File: src/hw/rtl/esd_pkg.sv
// Shared types, character codes and byte classifiers for the escape sequence decoder.
package esd_pkg;

	typedef enum logic [2:0] {
		MODE_NORMAL = 3'd0,
		MODE_ESC    = 3'd1,
		MODE_OCT    = 3'd2,
		MODE_HEX0   = 3'd3,
		MODE_HEX1   = 3'd4
	} mode_t;

	localparam logic [7:0] CH_BSLASH = 8'h5C;
	localparam logic [7:0] CH_X      = 8'h78;
	localparam logic [1:0] OCT_MAX   = 2'd3;

	typedef struct packed {
		logic [7:0] data;
		logic       last;
	} result_t;

	function automatic logic is_oct(input logic [7:0] b);
		return (b >= 8'h30) && (b <= 8'h37);
	endfunction

	function automatic logic is_hex(input logic [7:0] b);
		return ((b >= 8'h30) && (b <= 8'h39)) ||
		       ((b >= 8'h61) && (b <= 8'h66)) ||
		       ((b >= 8'h41) && (b <= 8'h46));
	endfunction

	function automatic logic [3:0] hex_val(input logic [7:0] b);
		logic [3:0] v;
		v = 4'd0;
		if ((b >= 8'h30) && (b <= 8'h39)) begin
			v = b[3:0];
		end else if (((b >= 8'h61) && (b <= 8'h66)) || ((b >= 8'h41) && (b <= 8'h46))) begin
			// letters a-f / A-F share the low three bits 1..6
			v = 4'(b[2:0] + 3'd1) + 4'd8;
		end
		return v;
	endfunction

	function automatic logic [7:0] simple_escape(input logic [7:0] b);
		logic [7:0] v;
		v = b;
		unique case (b)
			8'h61:   v = 8'h07; // a
			8'h62:   v = 8'h08; // b
			8'h65:   v = 8'h1B; // e
			8'h66:   v = 8'h0C; // f
			8'h6E:   v = 8'h0A; // n
			8'h72:   v = 8'h0D; // r
			8'h74:   v = 8'h09; // t
			8'h76:   v = 8'h0B; // v
			default: v = b;
		endcase
		return v;
	endfunction

endpackage

File: src/hw/rtl/escape_sequence_decoder_core.sv
// Escape sequence decoder: unescapes a C-style escaped byte stream.
//
// Input channel (in_valid/in_ready): one raw byte per transfer plus string_end,
// which marks the final byte of a string and flushes any pending escape.
// Output channel (out_valid/out_ready): one decoded byte per transfer; run_last
// is set on the last result produced by an input byte. A byte yields 0, 1 or 2
// results.
// A byte taken into the input register is decoded there; its results land in
// the two-entry result register, from which they are offered, once that
// register has room.
// Throughput: one byte per cycle while each byte gives at most one result and
// out_ready stays high; a byte that gives two results holds the result register
// for two output transfers, which stalls a following byte that has results.
// A stalled receiver backs up into the result register and then the input
// register; in_ready drops once both are full.
// Reset (arst_n low) empties both registers and returns the parser to normal
// text mode.
module escape_sequence_decoder_core (
	input  logic       clk,
	input  logic       arst_n,
	input  logic       in_valid,
	output logic       in_ready,
	input  logic [7:0] in_byte,
	input  logic       string_end,
	output logic       out_valid,
	input  logic       out_ready,
	output logic [7:0] out_byte,
	output logic       run_last
);

	// input register
	logic       valid_s1;
	logic [7:0] byte_s1;
	logic       end_s1;

	// parser state
	esd_pkg::mode_t mode_q, mode_d;
	logic [7:0]     num_q, num_d;
	logic [1:0]     cnt_q, cnt_d;

	// result register
	esd_pkg::result_t res0_q, res1_q;
	logic [1:0]       out_cnt_q;

	// decode outputs
	logic             emit_num;
	logic [7:0]       num_val;
	logic             do_plain;
	logic [1:0]       n_res;
	esd_pkg::result_t r0, r1;

	logic pop, room, adv;

	always_comb begin
		logic [7:0] b;
		logic       fin;
		b = byte_s1;
		fin = end_s1;
		mode_d = mode_q;
		num_d = num_q;
		cnt_d = cnt_q;
		emit_num = 1'b0;
		num_val = num_q;
		do_plain = 1'b0;
		unique case (mode_q)
			esd_pkg::MODE_ESC: begin
				if (esd_pkg::is_oct(b)) begin
					num_d = {5'd0, b[2:0]};
					num_val = {5'd0, b[2:0]};
					cnt_d = 2'd1;
					mode_d = esd_pkg::MODE_OCT;
					emit_num = fin;
				end else if (b == esd_pkg::CH_X) begin
					mode_d = esd_pkg::MODE_HEX0;
				end else begin
					emit_num = 1'b1;
					num_val = esd_pkg::simple_escape(b);
					mode_d = esd_pkg::MODE_NORMAL;
				end
			end
			esd_pkg::MODE_OCT: begin
				if (esd_pkg::is_oct(b) && (cnt_q < esd_pkg::OCT_MAX)) begin
					num_d = {num_q[4:0], b[2:0]};
					num_val = {num_q[4:0], b[2:0]};
					cnt_d = 2'(cnt_q + 2'd1);
					if ((cnt_d == esd_pkg::OCT_MAX) || fin) begin
						emit_num = 1'b1;
						mode_d = esd_pkg::MODE_NORMAL;
					end
				end else begin
					emit_num = 1'b1;
					do_plain = 1'b1;
				end
			end
			esd_pkg::MODE_HEX0: begin
				if (esd_pkg::is_hex(b)) begin
					num_d = {4'd0, esd_pkg::hex_val(b)};
					num_val = {4'd0, esd_pkg::hex_val(b)};
					mode_d = esd_pkg::MODE_HEX1;
					emit_num = fin;
				end else begin
					do_plain = 1'b1;
				end
			end
			esd_pkg::MODE_HEX1: begin
				if (esd_pkg::is_hex(b)) begin
					num_d = {num_q[3:0], esd_pkg::hex_val(b)};
					num_val = {num_q[3:0], esd_pkg::hex_val(b)};
					emit_num = 1'b1;
					mode_d = esd_pkg::MODE_NORMAL;
				end else begin
					emit_num = 1'b1;
					do_plain = 1'b1;
				end
			end
			default: begin
				do_plain = 1'b1;
			end
		endcase

		if (do_plain) begin
			mode_d = (b == esd_pkg::CH_BSLASH) ? esd_pkg::MODE_ESC : esd_pkg::MODE_NORMAL;
		end
		if (mode_d == esd_pkg::MODE_NORMAL) begin
			num_d = 8'd0;
			cnt_d = 2'd0;
		end
		if (fin) begin
			mode_d = esd_pkg::MODE_NORMAL;
			num_d = 8'd0;
			cnt_d = 2'd0;
		end

		// a pending number always goes out ahead of the byte that ended it
		n_res = 2'(emit_num) + 2'(do_plain && (b != esd_pkg::CH_BSLASH));
		r0.data = emit_num ? num_val : b;
		r0.last = (n_res == 2'd1);
		r1.data = b;
		r1.last = 1'b1;
	end

	assign pop = out_valid && out_ready;
	assign room = (out_cnt_q == 2'd0) || ((out_cnt_q == 2'd1) && pop);
	assign adv = valid_s1 && (room || (n_res == 2'd0));
	assign in_ready = !valid_s1 || adv;

	always_ff @(posedge clk or negedge arst_n) begin
		if (!arst_n) begin
			valid_s1 <= 1'b0;
		end else if (in_ready) begin
			valid_s1 <= in_valid;
		end
	end

	always_ff @(posedge clk) begin
		if (in_ready && in_valid) begin
			byte_s1 <= in_byte;
			end_s1 <= string_end;
		end
	end

	always_ff @(posedge clk or negedge arst_n) begin
		if (!arst_n) begin
			mode_q <= esd_pkg::MODE_NORMAL;
			num_q <= 8'd0;
			cnt_q <= 2'd0;
		end else if (adv) begin
			mode_q <= mode_d;
			num_q <= num_d;
			cnt_q <= cnt_d;
		end
	end

	always_ff @(posedge clk or negedge arst_n) begin
		if (!arst_n) begin
			out_cnt_q <= 2'd0;
		end else if (adv && (n_res != 2'd0)) begin
			out_cnt_q <= n_res;
		end else if (pop) begin
			out_cnt_q <= 2'(out_cnt_q - 2'd1);
		end
	end

	always_ff @(posedge clk) begin
		if (adv && (n_res != 2'd0)) begin
			res0_q <= r0;
			res1_q <= r1;
		end else if (pop) begin
			res0_q <= res1_q;
		end
	end

	assign out_valid = (out_cnt_q != 2'd0);
	assign out_byte = res0_q.data;
	assign run_last = res0_q.last;

	a_out_cnt_range: assert property (@(posedge clk) disable iff (!arst_n)
		out_cnt_q != 2'd3)
		else $error("result count out of range");

	a_oct_count: assert property (@(posedge clk) disable iff (!arst_n)
		(mode_q == esd_pkg::MODE_OCT) |-> ((cnt_q == 2'd1) || (cnt_q == 2'd2)))
		else $error("octal digit count invalid in octal mode");

	a_normal_clear: assert property (@(posedge clk) disable iff (!arst_n)
		(mode_q == esd_pkg::MODE_NORMAL) |-> ((num_q == 8'd0) && (cnt_q == 2'd0)))
		else $error("number state not cleared in normal mode");

	a_pair_order: assert property (@(posedge clk) disable iff (!arst_n)
		(out_cnt_q == 2'd2) |-> (!res0_q.last && res1_q.last))
		else $error("last flag misplaced in result pair");

	a_s1_hold: assert property (@(posedge clk) disable iff (!arst_n)
		(valid_s1 && !adv) |=> (valid_s1 && $stable(byte_s1) && $stable(end_s1)))
		else $error("input register lost a byte while stalled");

endmodule

File: config.mk
export PLATFORM = sky130hd
export DESIGN_NAME = escape_sequence_decoder_core
export DESIGN_NICKNAME = d
export VERILOG_FILES = /design/src/hw/rtl/esd_pkg.sv /design/src/hw/rtl/escape_sequence_decoder_core.sv
export SDC_FILE = /design/constraint.sdc
export NUM_CORES = 1
export LEC_CHECK = 0
export BUFFER_PORTS_ARGS = -buffer_cell sky130_fd_sc_hd__buf_2
export CAP_MARGIN = 25
export CORE_MARGIN = 8
export CORE_UTILIZATION = 25
export CTS_CLUSTER_SIZE = 16
export DETAILED_ROUTE_END_ITERATION = 12
export PLACE_DENSITY_LB_ADDON = 0.3
export SYNTH_ARGS = -nofsm -noshare
export SYNTH_HDL_FRONTEND = slang
export SYNTH_SLANG_ARGS = --single-unit
File: constraint.sdc
create_clock -name clk -period 4.5 [get_ports clk]
set_clock_uncertainty 0.05 [all_clocks]
set_input_delay 0.9 -clock clk [delete_from_list [all_inputs] [get_ports clk]]
set_output_delay 0.9 -clock clk [all_outputs]
set_load 0.005 [all_outputs]
==> impl_metrics.prom, run 1 <==
# TYPE chip_impl_metric gauge
chip_impl_info{name="outcome",value="finished clean"} 1
chip_impl_metric{name="route.detailed.vias_per_inst",unit=""} 5.27
chip_impl_metric{name="grt_start_max_net_pins",unit=""} 21
chip_impl_metric{name="final_cell_utilization_of_the_core",unit=""} 0.291
chip_impl_metric{name="max_clock_freq",unit="GHz"} 0.240
chip_impl_metric{name="synth_warnings",unit=""} 0
chip_impl_metric{name="floorplan.rows",unit=""} 39
chip_impl_metric{name="totalPowerFinal",unit="mW"} 1.45
chip_impl_info{name="timing.critical_path.cells",value="inv_1, ha_1, o21bai_1, a21oi_1, o21a_1, o21bai_1, or2_2, ha_1, a211oi_1, nand2_1, buf_2"} 1
chip_impl_metric{name="peakVddDrop",unit="mV"} 0.301
chip_impl_metric{name="min_period_over_period",unit=""} 0.927
chip_impl_info{name="ys_dominant_reg_cell",value="sky130_fd_sc_hd__edfxtp_1"} 1
chip_impl_metric{name="initial_utilization",unit=""} 0.253
chip_impl_metric{name="post_cts_resized",unit=""} 0
chip_impl_metric{name="cts_hold_fix_bufs",unit=""} 0
chip_impl_metric{name="leak_pwr",unit="nW"} 1.24
chip_impl_metric{name="cts-buffers-inserted",unit=""} 5
chip_impl_info{name="netlist_top_cells_count",value="30 x sky130_fd_sc_hd__nand2_1, 27 x sky130_fd_sc_hd__nor2_1, 26 x sky130_fd_sc_hd__edfxtp_1"} 1
chip_impl_metric{name="die-area",unit="mm²"} 0.0151
chip_impl_metric{name="numPortBuffers",unit=""} 23
chip_impl_metric{name="drt_iter0_drc",unit=""} 227
chip_impl_info{name="synthMostInstantiatedCell",value="sky130_fd_sc_hd__nand2_1"} 1
chip_impl_metric{name="io-pin-count",unit=""} 24
chip_impl_metric{name="synth_seq_cells",unit=""} 42
chip_impl_metric{name="async_flop_share",unit=""} 0.381
chip_impl_metric{name="cpPeakStageDelay",unit="ns"} 0.57
chip_impl_metric{name="cts.path.max_buffers",unit=""} 2
chip_impl_metric{name="post-place-ws",unit="ns"} 0.684
chip_impl_metric{name="nets",unit=""} 353
chip_impl_metric{name="dpl-instance-area",unit="mm²"} 0.00314
chip_impl_metric{name="die_w",unit="µm"} 123
chip_impl_metric{name="final.fill_count",unit=""} 1183
chip_impl_metric{name="netlist_area",unit="mm²"} 0.00285
chip_impl_metric{name="setup_viol",unit=""} 0
chip_impl_metric{name="mappedNetlistNets",unit=""} 328
chip_impl_metric{name="route.detailed.wl_per_inst",unit="µm"} 16.8
chip_impl_metric{name="clock_insertion_delay_worst_skew",unit="ns"} 0.29
chip_impl_metric{name="cap_viol_max_count",unit=""} 0
chip_impl_metric{name="synthesized_instance_count",unit=""} 304
chip_impl_metric{name="sequential_fraction_of_the_synthesis_area",unit=""} 0.414
chip_impl_info{name="cts_tree",value="built"} 1
chip_impl_metric{name="clkSlewWorstSetupHoldPaths",unit="ns"} 0.06
chip_impl_metric{name="cts_max_level",unit=""} 2
chip_impl_info{name="synth_area_leader_cell",value="sky130_fd_sc_hd__edfxtp_1"} 1
chip_impl_metric{name="critical_path_peak_fanout",unit=""} 10
chip_impl_metric{name="remaining_drc_errors",unit=""} 0
chip_impl_metric{name="crit_required",unit="ns"} 3.55
chip_impl_metric{name="vias",unit=""} 2494
chip_impl_info{name="cpMaxStageDelayCell",value="sky130_fd_sc_hd__edfxtp_1"} 1
chip_impl_metric{name="overflow",unit=""} 0
chip_impl_metric{name="antenna_violations_before_repair",unit=""} 0
chip_impl_metric{name="first_global_vias",unit=""} 2426
chip_impl_info{name="setup.worst_path.end_class",value="primary output"} 1
chip_impl_info{name="min_path_type",value="reg2reg"} 1
chip_impl_metric{name="max-slew-margin-rel",unit=""} 0.607
chip_impl_metric{name="setup_tns",unit="ns"} 0
chip_impl_metric{name="core-area",unit="mm²"} 0.0113
chip_impl_metric{name="number_of_search_and_repair_iterations_in_the_first_detailed_routing_pass",unit=""} 5
chip_impl_metric{name="final_period_minus_worst_setup_slack",unit="ns"} 4.17
chip_impl_metric{name="worst_pin_slew",unit="ns"} 0.585
chip_impl_info{name="grt_setup_unrepaired",value="false"} 1
chip_impl_metric{name="synth_cell_type_count",unit=""} 63
chip_impl_metric{name="place_congestion",unit=""} 0.955
chip_impl_metric{name="fin_ws",unit="ns"} 0.328
chip_impl_info{name="post_synth_main_area_contributors",value="sky130_fd_sc_hd__edfxtp_1 27%, sky130_fd_sc_hd__dfrtp_1 14%, sky130_fd_sc_hd__ha_1 4.8%, sky130_fd_sc_hd__nand2_1 3.9%, sky130_fd_sc_hd__o21ai_0 3.9%"} 1
chip_impl_metric{name="antenna_fix_cells",unit=""} 0
chip_impl_metric{name="dp_hpwl",unit="mm"} 6.06
chip_impl_metric{name="drt_wl_total",unit="mm"} 7.94
chip_impl_metric{name="final_max_slew_viol_count",unit=""} 0
chip_impl_info{name="criticalPathCategory",value="reg2out"} 1
chip_impl_metric{name="proportion_of_layout_cells_with_a_drive_suffix_above_1",unit=""} 0.185
chip_impl_metric{name="detail-route-antenna-nets",unit=""} 0
chip_impl_metric{name="total_grt_usage",unit=""} 0.107
chip_impl_metric{name="synthDominantCellAreaShare",unit=""} 0.274
chip_impl_metric{name="timing.final.hold_violations",unit=""} 0
chip_impl_metric{name="power_density",unit="mW/mm²"} 442
chip_impl_metric{name="postSynthAreaPerCell",unit="µm²"} 9.38
chip_impl_metric{name="final_design_area_no_fill",unit="mm²"} 0.00328
chip_impl_metric{name="rrSetupSlack",unit="ns"} 0.73
chip_impl_metric{name="die_h",unit="µm"} 123
chip_impl_metric{name="grt_first_pass_wirelength",unit="mm"} 12.6
chip_impl_metric{name="number_of_flops_mapped_to_enable_cells_by_yosys",unit=""} 26
chip_impl_metric{name="layout_stage_area_growth_over_the_synthesis_result",unit="%"} 15.0
chip_impl_info{name="cp-start-kind",value="register"} 1
chip_impl_metric{name="cts_post_setup_buffers_inserted",unit=""} 0
chip_impl_metric{name="cts.sinks",unit=""} 42
chip_impl_metric{name="arrival_time_at_the_worst_endpoint",unit="ns"} 3.22
chip_impl_info{name="cts_root_buf",value="sky130_fd_sc_hd__clkbuf_16"} 1
## routing by layer
layer / share of wire / global-route usage / vias to the layer above
met5: 0 / 0 / -
met4: 0.027 / 0.0571 / 0
met2: 0.48 / 0.176 / 90
li1: - / - / 1184
met3: 0.046 / 0.0198 / 16
met1: 0.45 / 0.129 / 1204
## state kept, by name, summed over array words and instances (netlist names)
name and flops:
out_byte 8, out_cnt_q 2, end_s1 1, cnt_q 2, byte_s1 8, mode_q 3
valid_s1 1, res1_q 8, num_q 8, run_last 1
## kinds of logic after synthesis
group | synth area share
buffers and inverters | 0.0570
and+or+nand+nor | 0.214
xor gates and xnor gates | 0.00307
DFF | 0.414
AOI/OAI and AO/OA | 0.257
adders and majority gates | 0.0482
muxes | 0.00702
## power breakdown
part / total, mW / internal [mW] / switching [mW]
Combinational: 0.495 / 0.192 / 0.303
Sequential: 0.590 / 0.545 / 0.0451
Clock: 0.366 / 0.206 / 0.161
## cells in the final DEF (no fill, tap or decap), drive strengths merged, types with 3 or more instances in the layout
cell	instances
and2	3
a32o	5
o21bai	3
nand2b	6
a31oi	8
o31ai	5
nand3	10
o2bb2ai	3
clkbuf	5
nand2	30
edfxtp	26
buf	34
a21oi	12
o211ai	3
nor2b	4
a21o	5
a211oi	6
o21ai	29
a22o	4
nor2	27
dfrtp	16
o21a	4
inv	15
or3	4
or2	7
nand3b	3
nor3	7
nor3b	3
ha	11
## worst paths after layout
path | to | depth (start not counted) | start
min in group asynchronous | cnt_q[0]$_DFFE_PN0P_ | 1 | arst_n
setup reg to reg | num_q[1]$_DFFE_PN0P_ | 14 | byte_s1[0]$_DFFE_PP_
hold / removal | num_q[7]$_DFFE_PN0P_ | 1 | num_q[7]$_DFFE_PN0P_
setup / recovery | in_ready | 11 | byte_s1[0]$_DFFE_PP_
max in group asynchronous | num_q[7]$_DFFE_PN0P_ | 1 | arst_n
hold reg to reg | num_q[7]$_DFFE_PN0P_ | 1 | num_q[7]$_DFFE_PN0P_
## layout make-up
cell class	instances	area (µm²)	area share
timing repair buffer	34	210	0.0640
tap	143	179	0.0545
sequential	42	1180	0.360
inverter	15	56.3	0.0172
clock buffer	5	125	0.0381
multi-input combinational	231	1510	0.460
clock inverter	3	21.3	0.00648
## metrics by stage
step                hold WS, ns  instances
global placement          0.439        465
detailed placement        0.445        465
finish                    0.454        473
floorplan                 0.371        304
CTS                       0.459        473
global route              0.487        473
## critical path, delay by kind of cell (launching register included)
kind	cells	cell delay [ns]
compound gates	5	1.10
flops	1	0.57
fa+ha+maj	2	0.48
buf+inv	2	0.33
simple gates	2	0.46
Power figures use the tool's default switching activity.
==> run 2, diff against run 1 <==
--- a/config.mk
+++ b/config.mk
@@ -12,6 +12,7 @@
 export CTS_CLUSTER_SIZE = 16
 export DETAILED_ROUTE_END_ITERATION = 12
 export PLACE_DENSITY_LB_ADDON = 0.3
+export RECOVER_POWER = 100
 export SYNTH_ARGS = -nofsm -noshare
 export SYNTH_HDL_FRONTEND = slang
 export SYNTH_SLANG_ARGS = --single-unit
==> run 2 against run 1 <==
Against the previous run:
- total power down 3.1%
- setup slack better by 0.040 ns
- fmax up 0.97%
- final cell count unchanged
- die area unchanged
- sequential power about the same
- non-clock buffer count unchanged
- critical endpoint unchanged
- largest cell class unchanged
==> impl_metrics.prom, run 2 (same netlist as run 1, synthesis figures left out) <==
# TYPE chip_impl_metric gauge
chip_impl_info{name="outcome",value="finished clean"} 1
chip_impl_metric{name="io-pin-count",unit=""} 24
chip_impl_metric{name="totalPowerFinal",unit="mW"} 1.41
chip_impl_metric{name="total_grt_usage",unit=""} 0.107
chip_impl_metric{name="cts.path.max_buffers",unit=""} 2
chip_impl_metric{name="place_congestion",unit=""} 0.955
chip_impl_info{name="setup.worst_path.end_class",value="primary output"} 1
chip_impl_metric{name="cts_max_level",unit=""} 2
chip_impl_info{name="cts_tree",value="built"} 1
chip_impl_metric{name="initial_utilization",unit=""} 0.253
chip_impl_info{name="crit-reg2reg-capture",value="out_byte[4]$_DFFE_PP_"} 1
chip_impl_metric{name="drt_wl_total",unit="mm"} 7.91
chip_impl_metric{name="cts_post_setup_buffers_inserted",unit=""} 0
chip_impl_metric{name="grt_first_pass_wirelength",unit="mm"} 12.6
chip_impl_metric{name="setup_viol",unit=""} 0
chip_impl_metric{name="overflow",unit=""} 0
chip_impl_metric{name="rrSetupSlack",unit="ns"} 0.43
chip_impl_metric{name="setup_tns",unit="ns"} 0
chip_impl_metric{name="die_w",unit="µm"} 123
chip_impl_metric{name="timing.final.hold_violations",unit=""} 0
chip_impl_metric{name="detail-route-antenna-nets",unit=""} 0
chip_impl_metric{name="post_cts_resized",unit=""} 0
chip_impl_metric{name="crit_required",unit="ns"} 3.55
chip_impl_metric{name="layout_stage_area_growth_over_the_synthesis_result",unit="%"} 13.3
chip_impl_metric{name="peakVddDrop",unit="mV"} 0.298
chip_impl_metric{name="dp_cells",unit=""} 465
chip_impl_metric{name="die-area",unit="mm²"} 0.0151
chip_impl_metric{name="numPortBuffers",unit=""} 23
chip_impl_metric{name="nets",unit=""} 353
chip_impl_metric{name="first_global_vias",unit=""} 2426
chip_impl_metric{name="leak_pwr",unit="nW"} 1.18
chip_impl_metric{name="drt_iter0_drc",unit=""} 249
chip_impl_metric{name="cts_hold_fix_bufs",unit=""} 0
chip_impl_metric{name="final_period_minus_worst_setup_slack",unit="ns"} 4.13
chip_impl_metric{name="antenna_fix_cells",unit=""} 0
chip_impl_info{name="min_path_type",value="reg2reg"} 1
chip_impl_info{name="min_delay_worst_endpoint",value="num_q[7]$_DFFE_PN0P_"} 1
chip_impl_metric{name="cts-buffers-inserted",unit=""} 5
chip_impl_metric{name="vias",unit=""} 2487
chip_impl_metric{name="arrival_time_at_the_worst_endpoint",unit="ns"} 3.18
chip_impl_info{name="worst_hold_startpoint",value="num_q[7]$_DFFE_PN0P_"} 1
chip_impl_metric{name="core-area",unit="mm²"} 0.0113
chip_impl_metric{name="max_clock_freq",unit="GHz"} 0.242
chip_impl_metric{name="power_density",unit="mW/mm²"} 435
chip_impl_info{name="grt_setup_unrepaired",value="false"} 1
chip_impl_metric{name="die_h",unit="µm"} 123
chip_impl_info{name="rr_startpoint",value="byte_s1[0]$_DFFE_PP_"} 1
chip_impl_metric{name="final_max_slew_viol_count",unit=""} 0
chip_impl_metric{name="seq_area",unit="mm²"} 0.00118
chip_impl_metric{name="dp_hpwl",unit="mm"} 6.06
chip_impl_info{name="criticalPathCategory",value="reg2out"} 1
chip_impl_metric{name="remaining_drc_errors",unit=""} 0
chip_impl_metric{name="number_of_search_and_repair_iterations_in_the_first_detailed_routing_pass",unit=""} 5
chip_impl_metric{name="route.detailed.wl_per_inst",unit="µm"} 16.7
chip_impl_metric{name="fin_ws",unit="ns"} 0.368
chip_impl_metric{name="instances_no_fill",unit=""} 473
chip_impl_metric{name="final.fill_count",unit=""} 1189
chip_impl_metric{name="min_path_cells",unit=""} 1
chip_impl_metric{name="clock_insertion_delay_worst_skew",unit="ns"} 0.29
chip_impl_metric{name="route.detailed.vias_per_inst",unit=""} 5.26
chip_impl_metric{name="cap_viol_max_count",unit=""} 0
chip_impl_metric{name="clkSlewWorstSetupHoldPaths",unit="ns"} 0.06
chip_impl_info{name="cts_root_buf",value="sky130_fd_sc_hd__clkbuf_16"} 1
chip_impl_metric{name="floorplan.rows",unit=""} 39
chip_impl_metric{name="post-place-ws",unit="ns"} 0.684
chip_impl_metric{name="worst_pin_slew",unit="ns"} 0.896
chip_impl_info{name="layout_commonest_cell",value="sky130_fd_sc_hd__nand2_1"} 1
chip_impl_metric{name="min_period_over_period",unit=""} 0.918
chip_impl_metric{name="cts.sinks",unit=""} 42
chip_impl_metric{name="max-slew-margin-rel",unit=""} 0.403
chip_impl_metric{name="worst_r2r_path_depth",unit=""} 15
chip_impl_metric{name="finalHoldWorstSlack",unit="ns"} 0.454
chip_impl_metric{name="antenna_violations_before_repair",unit=""} 0
chip_impl_metric{name="multi_input_comb_area",unit="mm²"} 0.00151
chip_impl_info{name="mostFrequentLayoutCells",value="30 x sky130_fd_sc_hd__nand2_1, 27 x sky130_fd_sc_hd__nor2_1, 26 x sky130_fd_sc_hd__edfxtp_1"} 1
chip_impl_metric{name="proportion_of_layout_cells_with_a_drive_suffix_above_1",unit=""} 0.130
chip_impl_metric{name="grt_start_max_net_pins",unit=""} 21
chip_impl_info{name="cp-start-kind",value="register"} 1
chip_impl_metric{name="critical_path_peak_fanout",unit=""} 10
## run 2: cell types whose count changed in the layout (fill, tap and decap cells not counted), sizes merged
cell and delta:
clkbuf +18, buf -18
## run 2: routing by layer
metal,GRT usage,vias to the layer above,share of wire
met5,0,-,0
met4,0.0571,0,0.029
met3,0.0198,16,0.051
met2,0.176,93,0.48
met1,0.129,1198,0.44
li1,-,1180,-
## run 2: per-stage QoR
step | util | area, µm²
after global routing | 0.287 | 3230
after floorplan | - | 2850
after CTS | 0.291 | 3280
after detailed placement | 0.278 | 3140
final | 0.287 | 3230
after global placement | 0.278 | 3140
## run 2: worst max-delay path: stages, from the launching register on
cell,delay (ns)
sky130_fd_sc_hd__edfxtp_1,0.54
sky130_fd_sc_hd__inv_1,0.22
sky130_fd_sc_hd__ha_1,0.22
sky130_fd_sc_hd__o21bai_1,0.08
sky130_fd_sc_hd__a21oi_1,0.45
sky130_fd_sc_hd__or2_1,0.29
sky130_fd_sc_hd__a311o_2,0.23
sky130_fd_sc_hd__inv_1,0.09
sky130_fd_sc_hd__ha_1,0.23
sky130_fd_sc_hd__a211oi_1,0.28
sky130_fd_sc_hd__nand2_1,0.14
sky130_fd_sc_hd__clkbuf_1,0.13
## run 2: power breakdown
group / internal (mW) / switching [mW]
Combinational: 0.150 / 0.299
Sequential: 0.546 / 0.0463
Clock: 0.206 / 0.161
## run 2: worst max-delay path by stage
| stage | startpoint | to | slack [ns] | depth (start not counted) |
|---|---|---|---|---|
| final | byte_s1[0]$_DFFE_PP_ | in_ready | 0.37 | 11 |
| after global routing | byte_s1[0]$_DFFE_PP_ | out_byte[4]$_DFFE_PP_ | 0.04 | 15 |
| after CTS | byte_s1[0]$_DFFE_PP_ | in_ready | 0.35 | 11 |
| after detailed placement | byte_s1[0]$_DFFE_PP_ | in_ready | 0.68 | 11 |
| after global placement | byte_s1[7]$_DFFE_PP_ | in_ready | 0.76 | 9 |
| after floorplan | byte_s1[0]$_DFFE_PP_ | out_byte[0]$_DFFE_PP_ | 0.65 | 16 |
## run 2: final cells by class
type | instances | area share
clock buffers | 5 | 0.0387
clock inverters | 3 | 0.00658
inverters | 15 | 0.0174
multi-input cells | 231 | 0.467
flip-flops and latches | 42 | 0.365
well taps | 143 | 0.0554
repair buffers | 34 | 0.0496
==> run 3, diff against run 2 <==
--- a/config.mk
+++ b/config.mk
@@ -13,6 +13,7 @@
 export DETAILED_ROUTE_END_ITERATION = 12
 export PLACE_DENSITY_LB_ADDON = 0.3
 export RECOVER_POWER = 100
+export REMOVE_ABC_BUFFERS = 1
 export SYNTH_ARGS = -nofsm -noshare
 export SYNTH_HDL_FRONTEND = slang
 export SYNTH_SLANG_ARGS = --single-unit
==> run 3 against run 2 <==
Against the previous run:
- final cell count increased by 1.1%
- sequential cell count unchanged
- die area unchanged
- register-to-register slack improved by 0.02 ns
- cell area increased by 1.4%
- core utilization increased by 0.40 points
- total power increased by 0.45%
- largest cell class unchanged
- highest routed layer unchanged
==> impl_metrics.prom, run 3 (same netlist as run 1, synthesis figures left out) <==
# TYPE chip_impl_metric gauge
chip_impl_metric{name="setup_viol",unit=""} 0
chip_impl_metric{name="drt_iter0_drc",unit=""} 243
chip_impl_metric{name="antenna_fix_cells",unit=""} 0
chip_impl_info{name="cts_root_buf",value="sky130_fd_sc_hd__clkbuf_16"} 1
chip_impl_metric{name="cap_viol_max_count",unit=""} 0
chip_impl_metric{name="grt_first_pass_wirelength",unit="mm"} 12.7
chip_impl_metric{name="final_max_slew_viol_count",unit=""} 0
chip_impl_info{name="rr_startpoint",value="byte_s1[3]$_DFFE_PP_"} 1
chip_impl_metric{name="swShare",unit=""} 0.347
chip_impl_info{name="worst_hold_startpoint",value="num_q[5]$_DFFE_PN0P_"} 1
chip_impl_metric{name="route.detailed.wl_per_inst",unit="µm"} 16.4
chip_impl_metric{name="core-area",unit="mm²"} 0.0113
chip_impl_metric{name="detail-route-antenna-nets",unit=""} 0
chip_impl_info{name="min_path_type",value="reg2reg"} 1
chip_impl_metric{name="critical_path_peak_fanout",unit=""} 10
chip_impl_metric{name="numPortBuffers",unit=""} 23
chip_impl_metric{name="layout_stage_area_growth_over_the_synthesis_result",unit="%"} 14.9
chip_impl_metric{name="timing.final.hold_violations",unit=""} 0
chip_impl_metric{name="grt_start_max_net_pins",unit=""} 21
chip_impl_metric{name="floorplan.rows",unit=""} 39
chip_impl_metric{name="overflow",unit=""} 0
chip_impl_metric{name="drt_wl_total",unit="mm"} 7.86
chip_impl_metric{name="total_grt_usage",unit=""} 0.107
chip_impl_metric{name="remaining_drc_errors",unit=""} 0
chip_impl_metric{name="clock_insertion_delay_worst_skew",unit="ns"} 0.28
chip_impl_metric{name="die_h",unit="µm"} 123
chip_impl_metric{name="arrival_time_at_the_worst_endpoint",unit="ns"} 3.27
chip_impl_metric{name="dpl-instance-area",unit="mm²"} 0.00312
chip_impl_metric{name="met1_usage",unit=""} 0.139
chip_impl_metric{name="power_density",unit="mW/mm²"} 431
chip_impl_info{name="globalRoute.busiestLayer",value="met2"} 1
chip_impl_metric{name="die_w",unit="µm"} 123
chip_impl_metric{name="initial_utilization",unit=""} 0.253
chip_impl_info{name="grt_setup_unrepaired",value="false"} 1
chip_impl_info{name="timing.critical_path.cells",value="or4b_4, nor3_2, or2_1, a311o_2, inv_1, ha_1, a211oi_1, nand2_1, clkbuf_1"} 1
chip_impl_metric{name="peakVddDrop",unit="mV"} 0.179
chip_impl_metric{name="comb_power_share",unit=""} 0.322
chip_impl_info{name="mostFrequentLayoutCells",value="30 x sky130_fd_sc_hd__nand2_1, 27 x sky130_fd_sc_hd__nor2_1, 26 x sky130_fd_sc_hd__edfxtp_1"} 1
chip_impl_metric{name="dp_cells",unit=""} 464
chip_impl_metric{name="first_global_vias",unit=""} 2335
chip_impl_metric{name="cts.sinks",unit=""} 42
chip_impl_metric{name="worst_r2r_path_depth",unit=""} 14
chip_impl_metric{name="clkPwrFrac",unit=""} 0.260
chip_impl_metric{name="vias",unit=""} 2469
chip_impl_metric{name="cpPeakStageDelay",unit="ns"} 0.60
chip_impl_info{name="cts_tree",value="built"} 1
chip_impl_metric{name="gr-usage-met2",unit=""} 0.169
chip_impl_metric{name="final.fill_count",unit=""} 1196
chip_impl_metric{name="post-place-ws",unit="ns"} 0.460
chip_impl_metric{name="rrSetupSlack",unit="ns"} 0.45
chip_impl_metric{name="route.detailed.vias_per_inst",unit=""} 5.17
chip_impl_metric{name="worst_pin_slew",unit="ns"} 0.907
chip_impl_metric{name="gr-usage-met3",unit=""} 0.0253
chip_impl_metric{name="leak_pwr",unit="nW"} 1.22
chip_impl_metric{name="setup_tns",unit="ns"} 0
chip_impl_metric{name="number_of_search_and_repair_iterations_in_the_first_detailed_routing_pass",unit=""} 6
chip_impl_info{name="min_delay_worst_endpoint",value="num_q[5]$_DFFE_PN0P_"} 1
chip_impl_metric{name="clkSlewWorstSetupHoldPaths",unit="ns"} 0.06
chip_impl_metric{name="final_period_minus_worst_setup_slack",unit="ns"} 4.22
chip_impl_info{name="crit-reg2reg-capture",value="out_byte[4]$_DFFE_PP_"} 1
chip_impl_metric{name="min_path_cells",unit=""} 1
chip_impl_info{name="setup.worst_path.end_class",value="primary output"} 1
chip_impl_info{name="criticalPathCategory",value="reg2out"} 1
chip_impl_metric{name="place_congestion",unit=""} 0.891
chip_impl_info{name="setup.worst_path.start",value="byte_s1[7]$_DFFE_PP_"} 1
chip_impl_metric{name="crit_required",unit="ns"} 3.55
chip_impl_metric{name="max-slew-margin-rel",unit=""} 0.395
chip_impl_metric{name="io-pin-count",unit=""} 24
chip_impl_metric{name="nets",unit=""} 358
chip_impl_metric{name="proportion_of_layout_cells_with_a_drive_suffix_above_1",unit=""} 0.158
chip_impl_metric{name="min_period_over_period",unit=""} 0.937
chip_impl_metric{name="internal-power",unit="mW"} 0.923
chip_impl_info{name="cp-start-kind",value="register"} 1
chip_impl_metric{name="max_clock_freq",unit="GHz"} 0.237
chip_impl_metric{name="net_switching",unit="mW"} 0.490
chip_impl_metric{name="fin_ws",unit="ns"} 0.284
chip_impl_info{name="cpMaxStageDelayCell",value="sky130_fd_sc_hd__or4b_4"} 1
chip_impl_metric{name="die-area",unit="mm²"} 0.0151
chip_impl_info{name="outcome",value="finished clean"} 1
chip_impl_metric{name="cts_max_level",unit=""} 2
chip_impl_metric{name="cts_hold_fix_bufs",unit=""} 0
chip_impl_metric{name="instances_no_fill",unit=""} 478
chip_impl_metric{name="cts.path.max_buffers",unit=""} 2
chip_impl_metric{name="cts-buffers-inserted",unit=""} 5
chip_impl_metric{name="final_design_area_no_fill",unit="mm²"} 0.00328
chip_impl_info{name="layout_commonest_cell",value="sky130_fd_sc_hd__nand2_1"} 1
chip_impl_metric{name="seq_power_share",unit=""} 0.418
chip_impl_metric{name="dp_hpwl",unit="mm"} 5.90
chip_impl_metric{name="antenna_violations_before_repair",unit=""} 0
-- run 3: critical path, delay by kind of cell (launching register included) --
kind | cells | cell delay, ns
simple gates | 4 | 1.36
compound gates | 2 | 0.64
flops | 1 | 0.50
buf+inv | 2 | 0.25
fa+ha+maj | 1 | 0.23
-- run 3: stage by stage --
step	total power, mW	hold WS, ns	utilization
2_1_floorplan	0.873	0.416	-
3_3_place_gp	1.06	0.442	0.276
3_5_place_dp	1.07	0.454	0.276
4_1_cts	1.45	0.468	0.289
5_1_grt	1.51	0.490	0.291
6_report	1.41	0.466	0.291
-- run 3: area by class of cell --
cell class / count / area, µm² / area share
Clock buffer: 7 / 143 / 0.0435
Timing Repair Buffer: 39 / 198 / 0.0603
Multi-Input combinational cell: 231 / 1520 / 0.462
Tap cell: 143 / 179 / 0.0546
Inverter: 15 / 56.3 / 0.0172
Clock inverter: 1 / 5.00 / 0.00153
Sequential cell: 42 / 1180 / 0.360
-- run 3: per-layer routing --
layer / part of all wire / vias up
met1: 0.46 / 1161
met3: 0.068 / 14
met4: 0.021 / 0
met2: 0.45 / 96
met5: 0 / -
li1: - / 1198
-- run 3: worst max path at each step --
stage,end,slack [ns]
floorplan,out_byte[2]$_DFFE_PP_,0.66
global placement,in_ready,0.58
detailed placement,in_ready,0.46
CTS,in_ready,0.12
global route,in_ready,0.05
finish,in_ready,0.28
-- run 3: what timing repair did --
item                                    in CTS  in global routing
gates resized for setup                      0                  2
setup buffers                                0                  6
endpoints found under the setup margin       0                  1
-- run 3: power by group through the flow --
stage / clock [mW] / combinational, mW / sequential, mW
2_1_floorplan: 0 / 0.264 / 0.609
3_3_place_gp: 0 / 0.466 / 0.599
3_5_place_dp: 0 / 0.472 / 0.601
4_1_cts: 0.378 / 0.474 / 0.593
5_1_grt: 0.398 / 0.511 / 0.602
6_report: 0.368 / 0.455 / 0.591
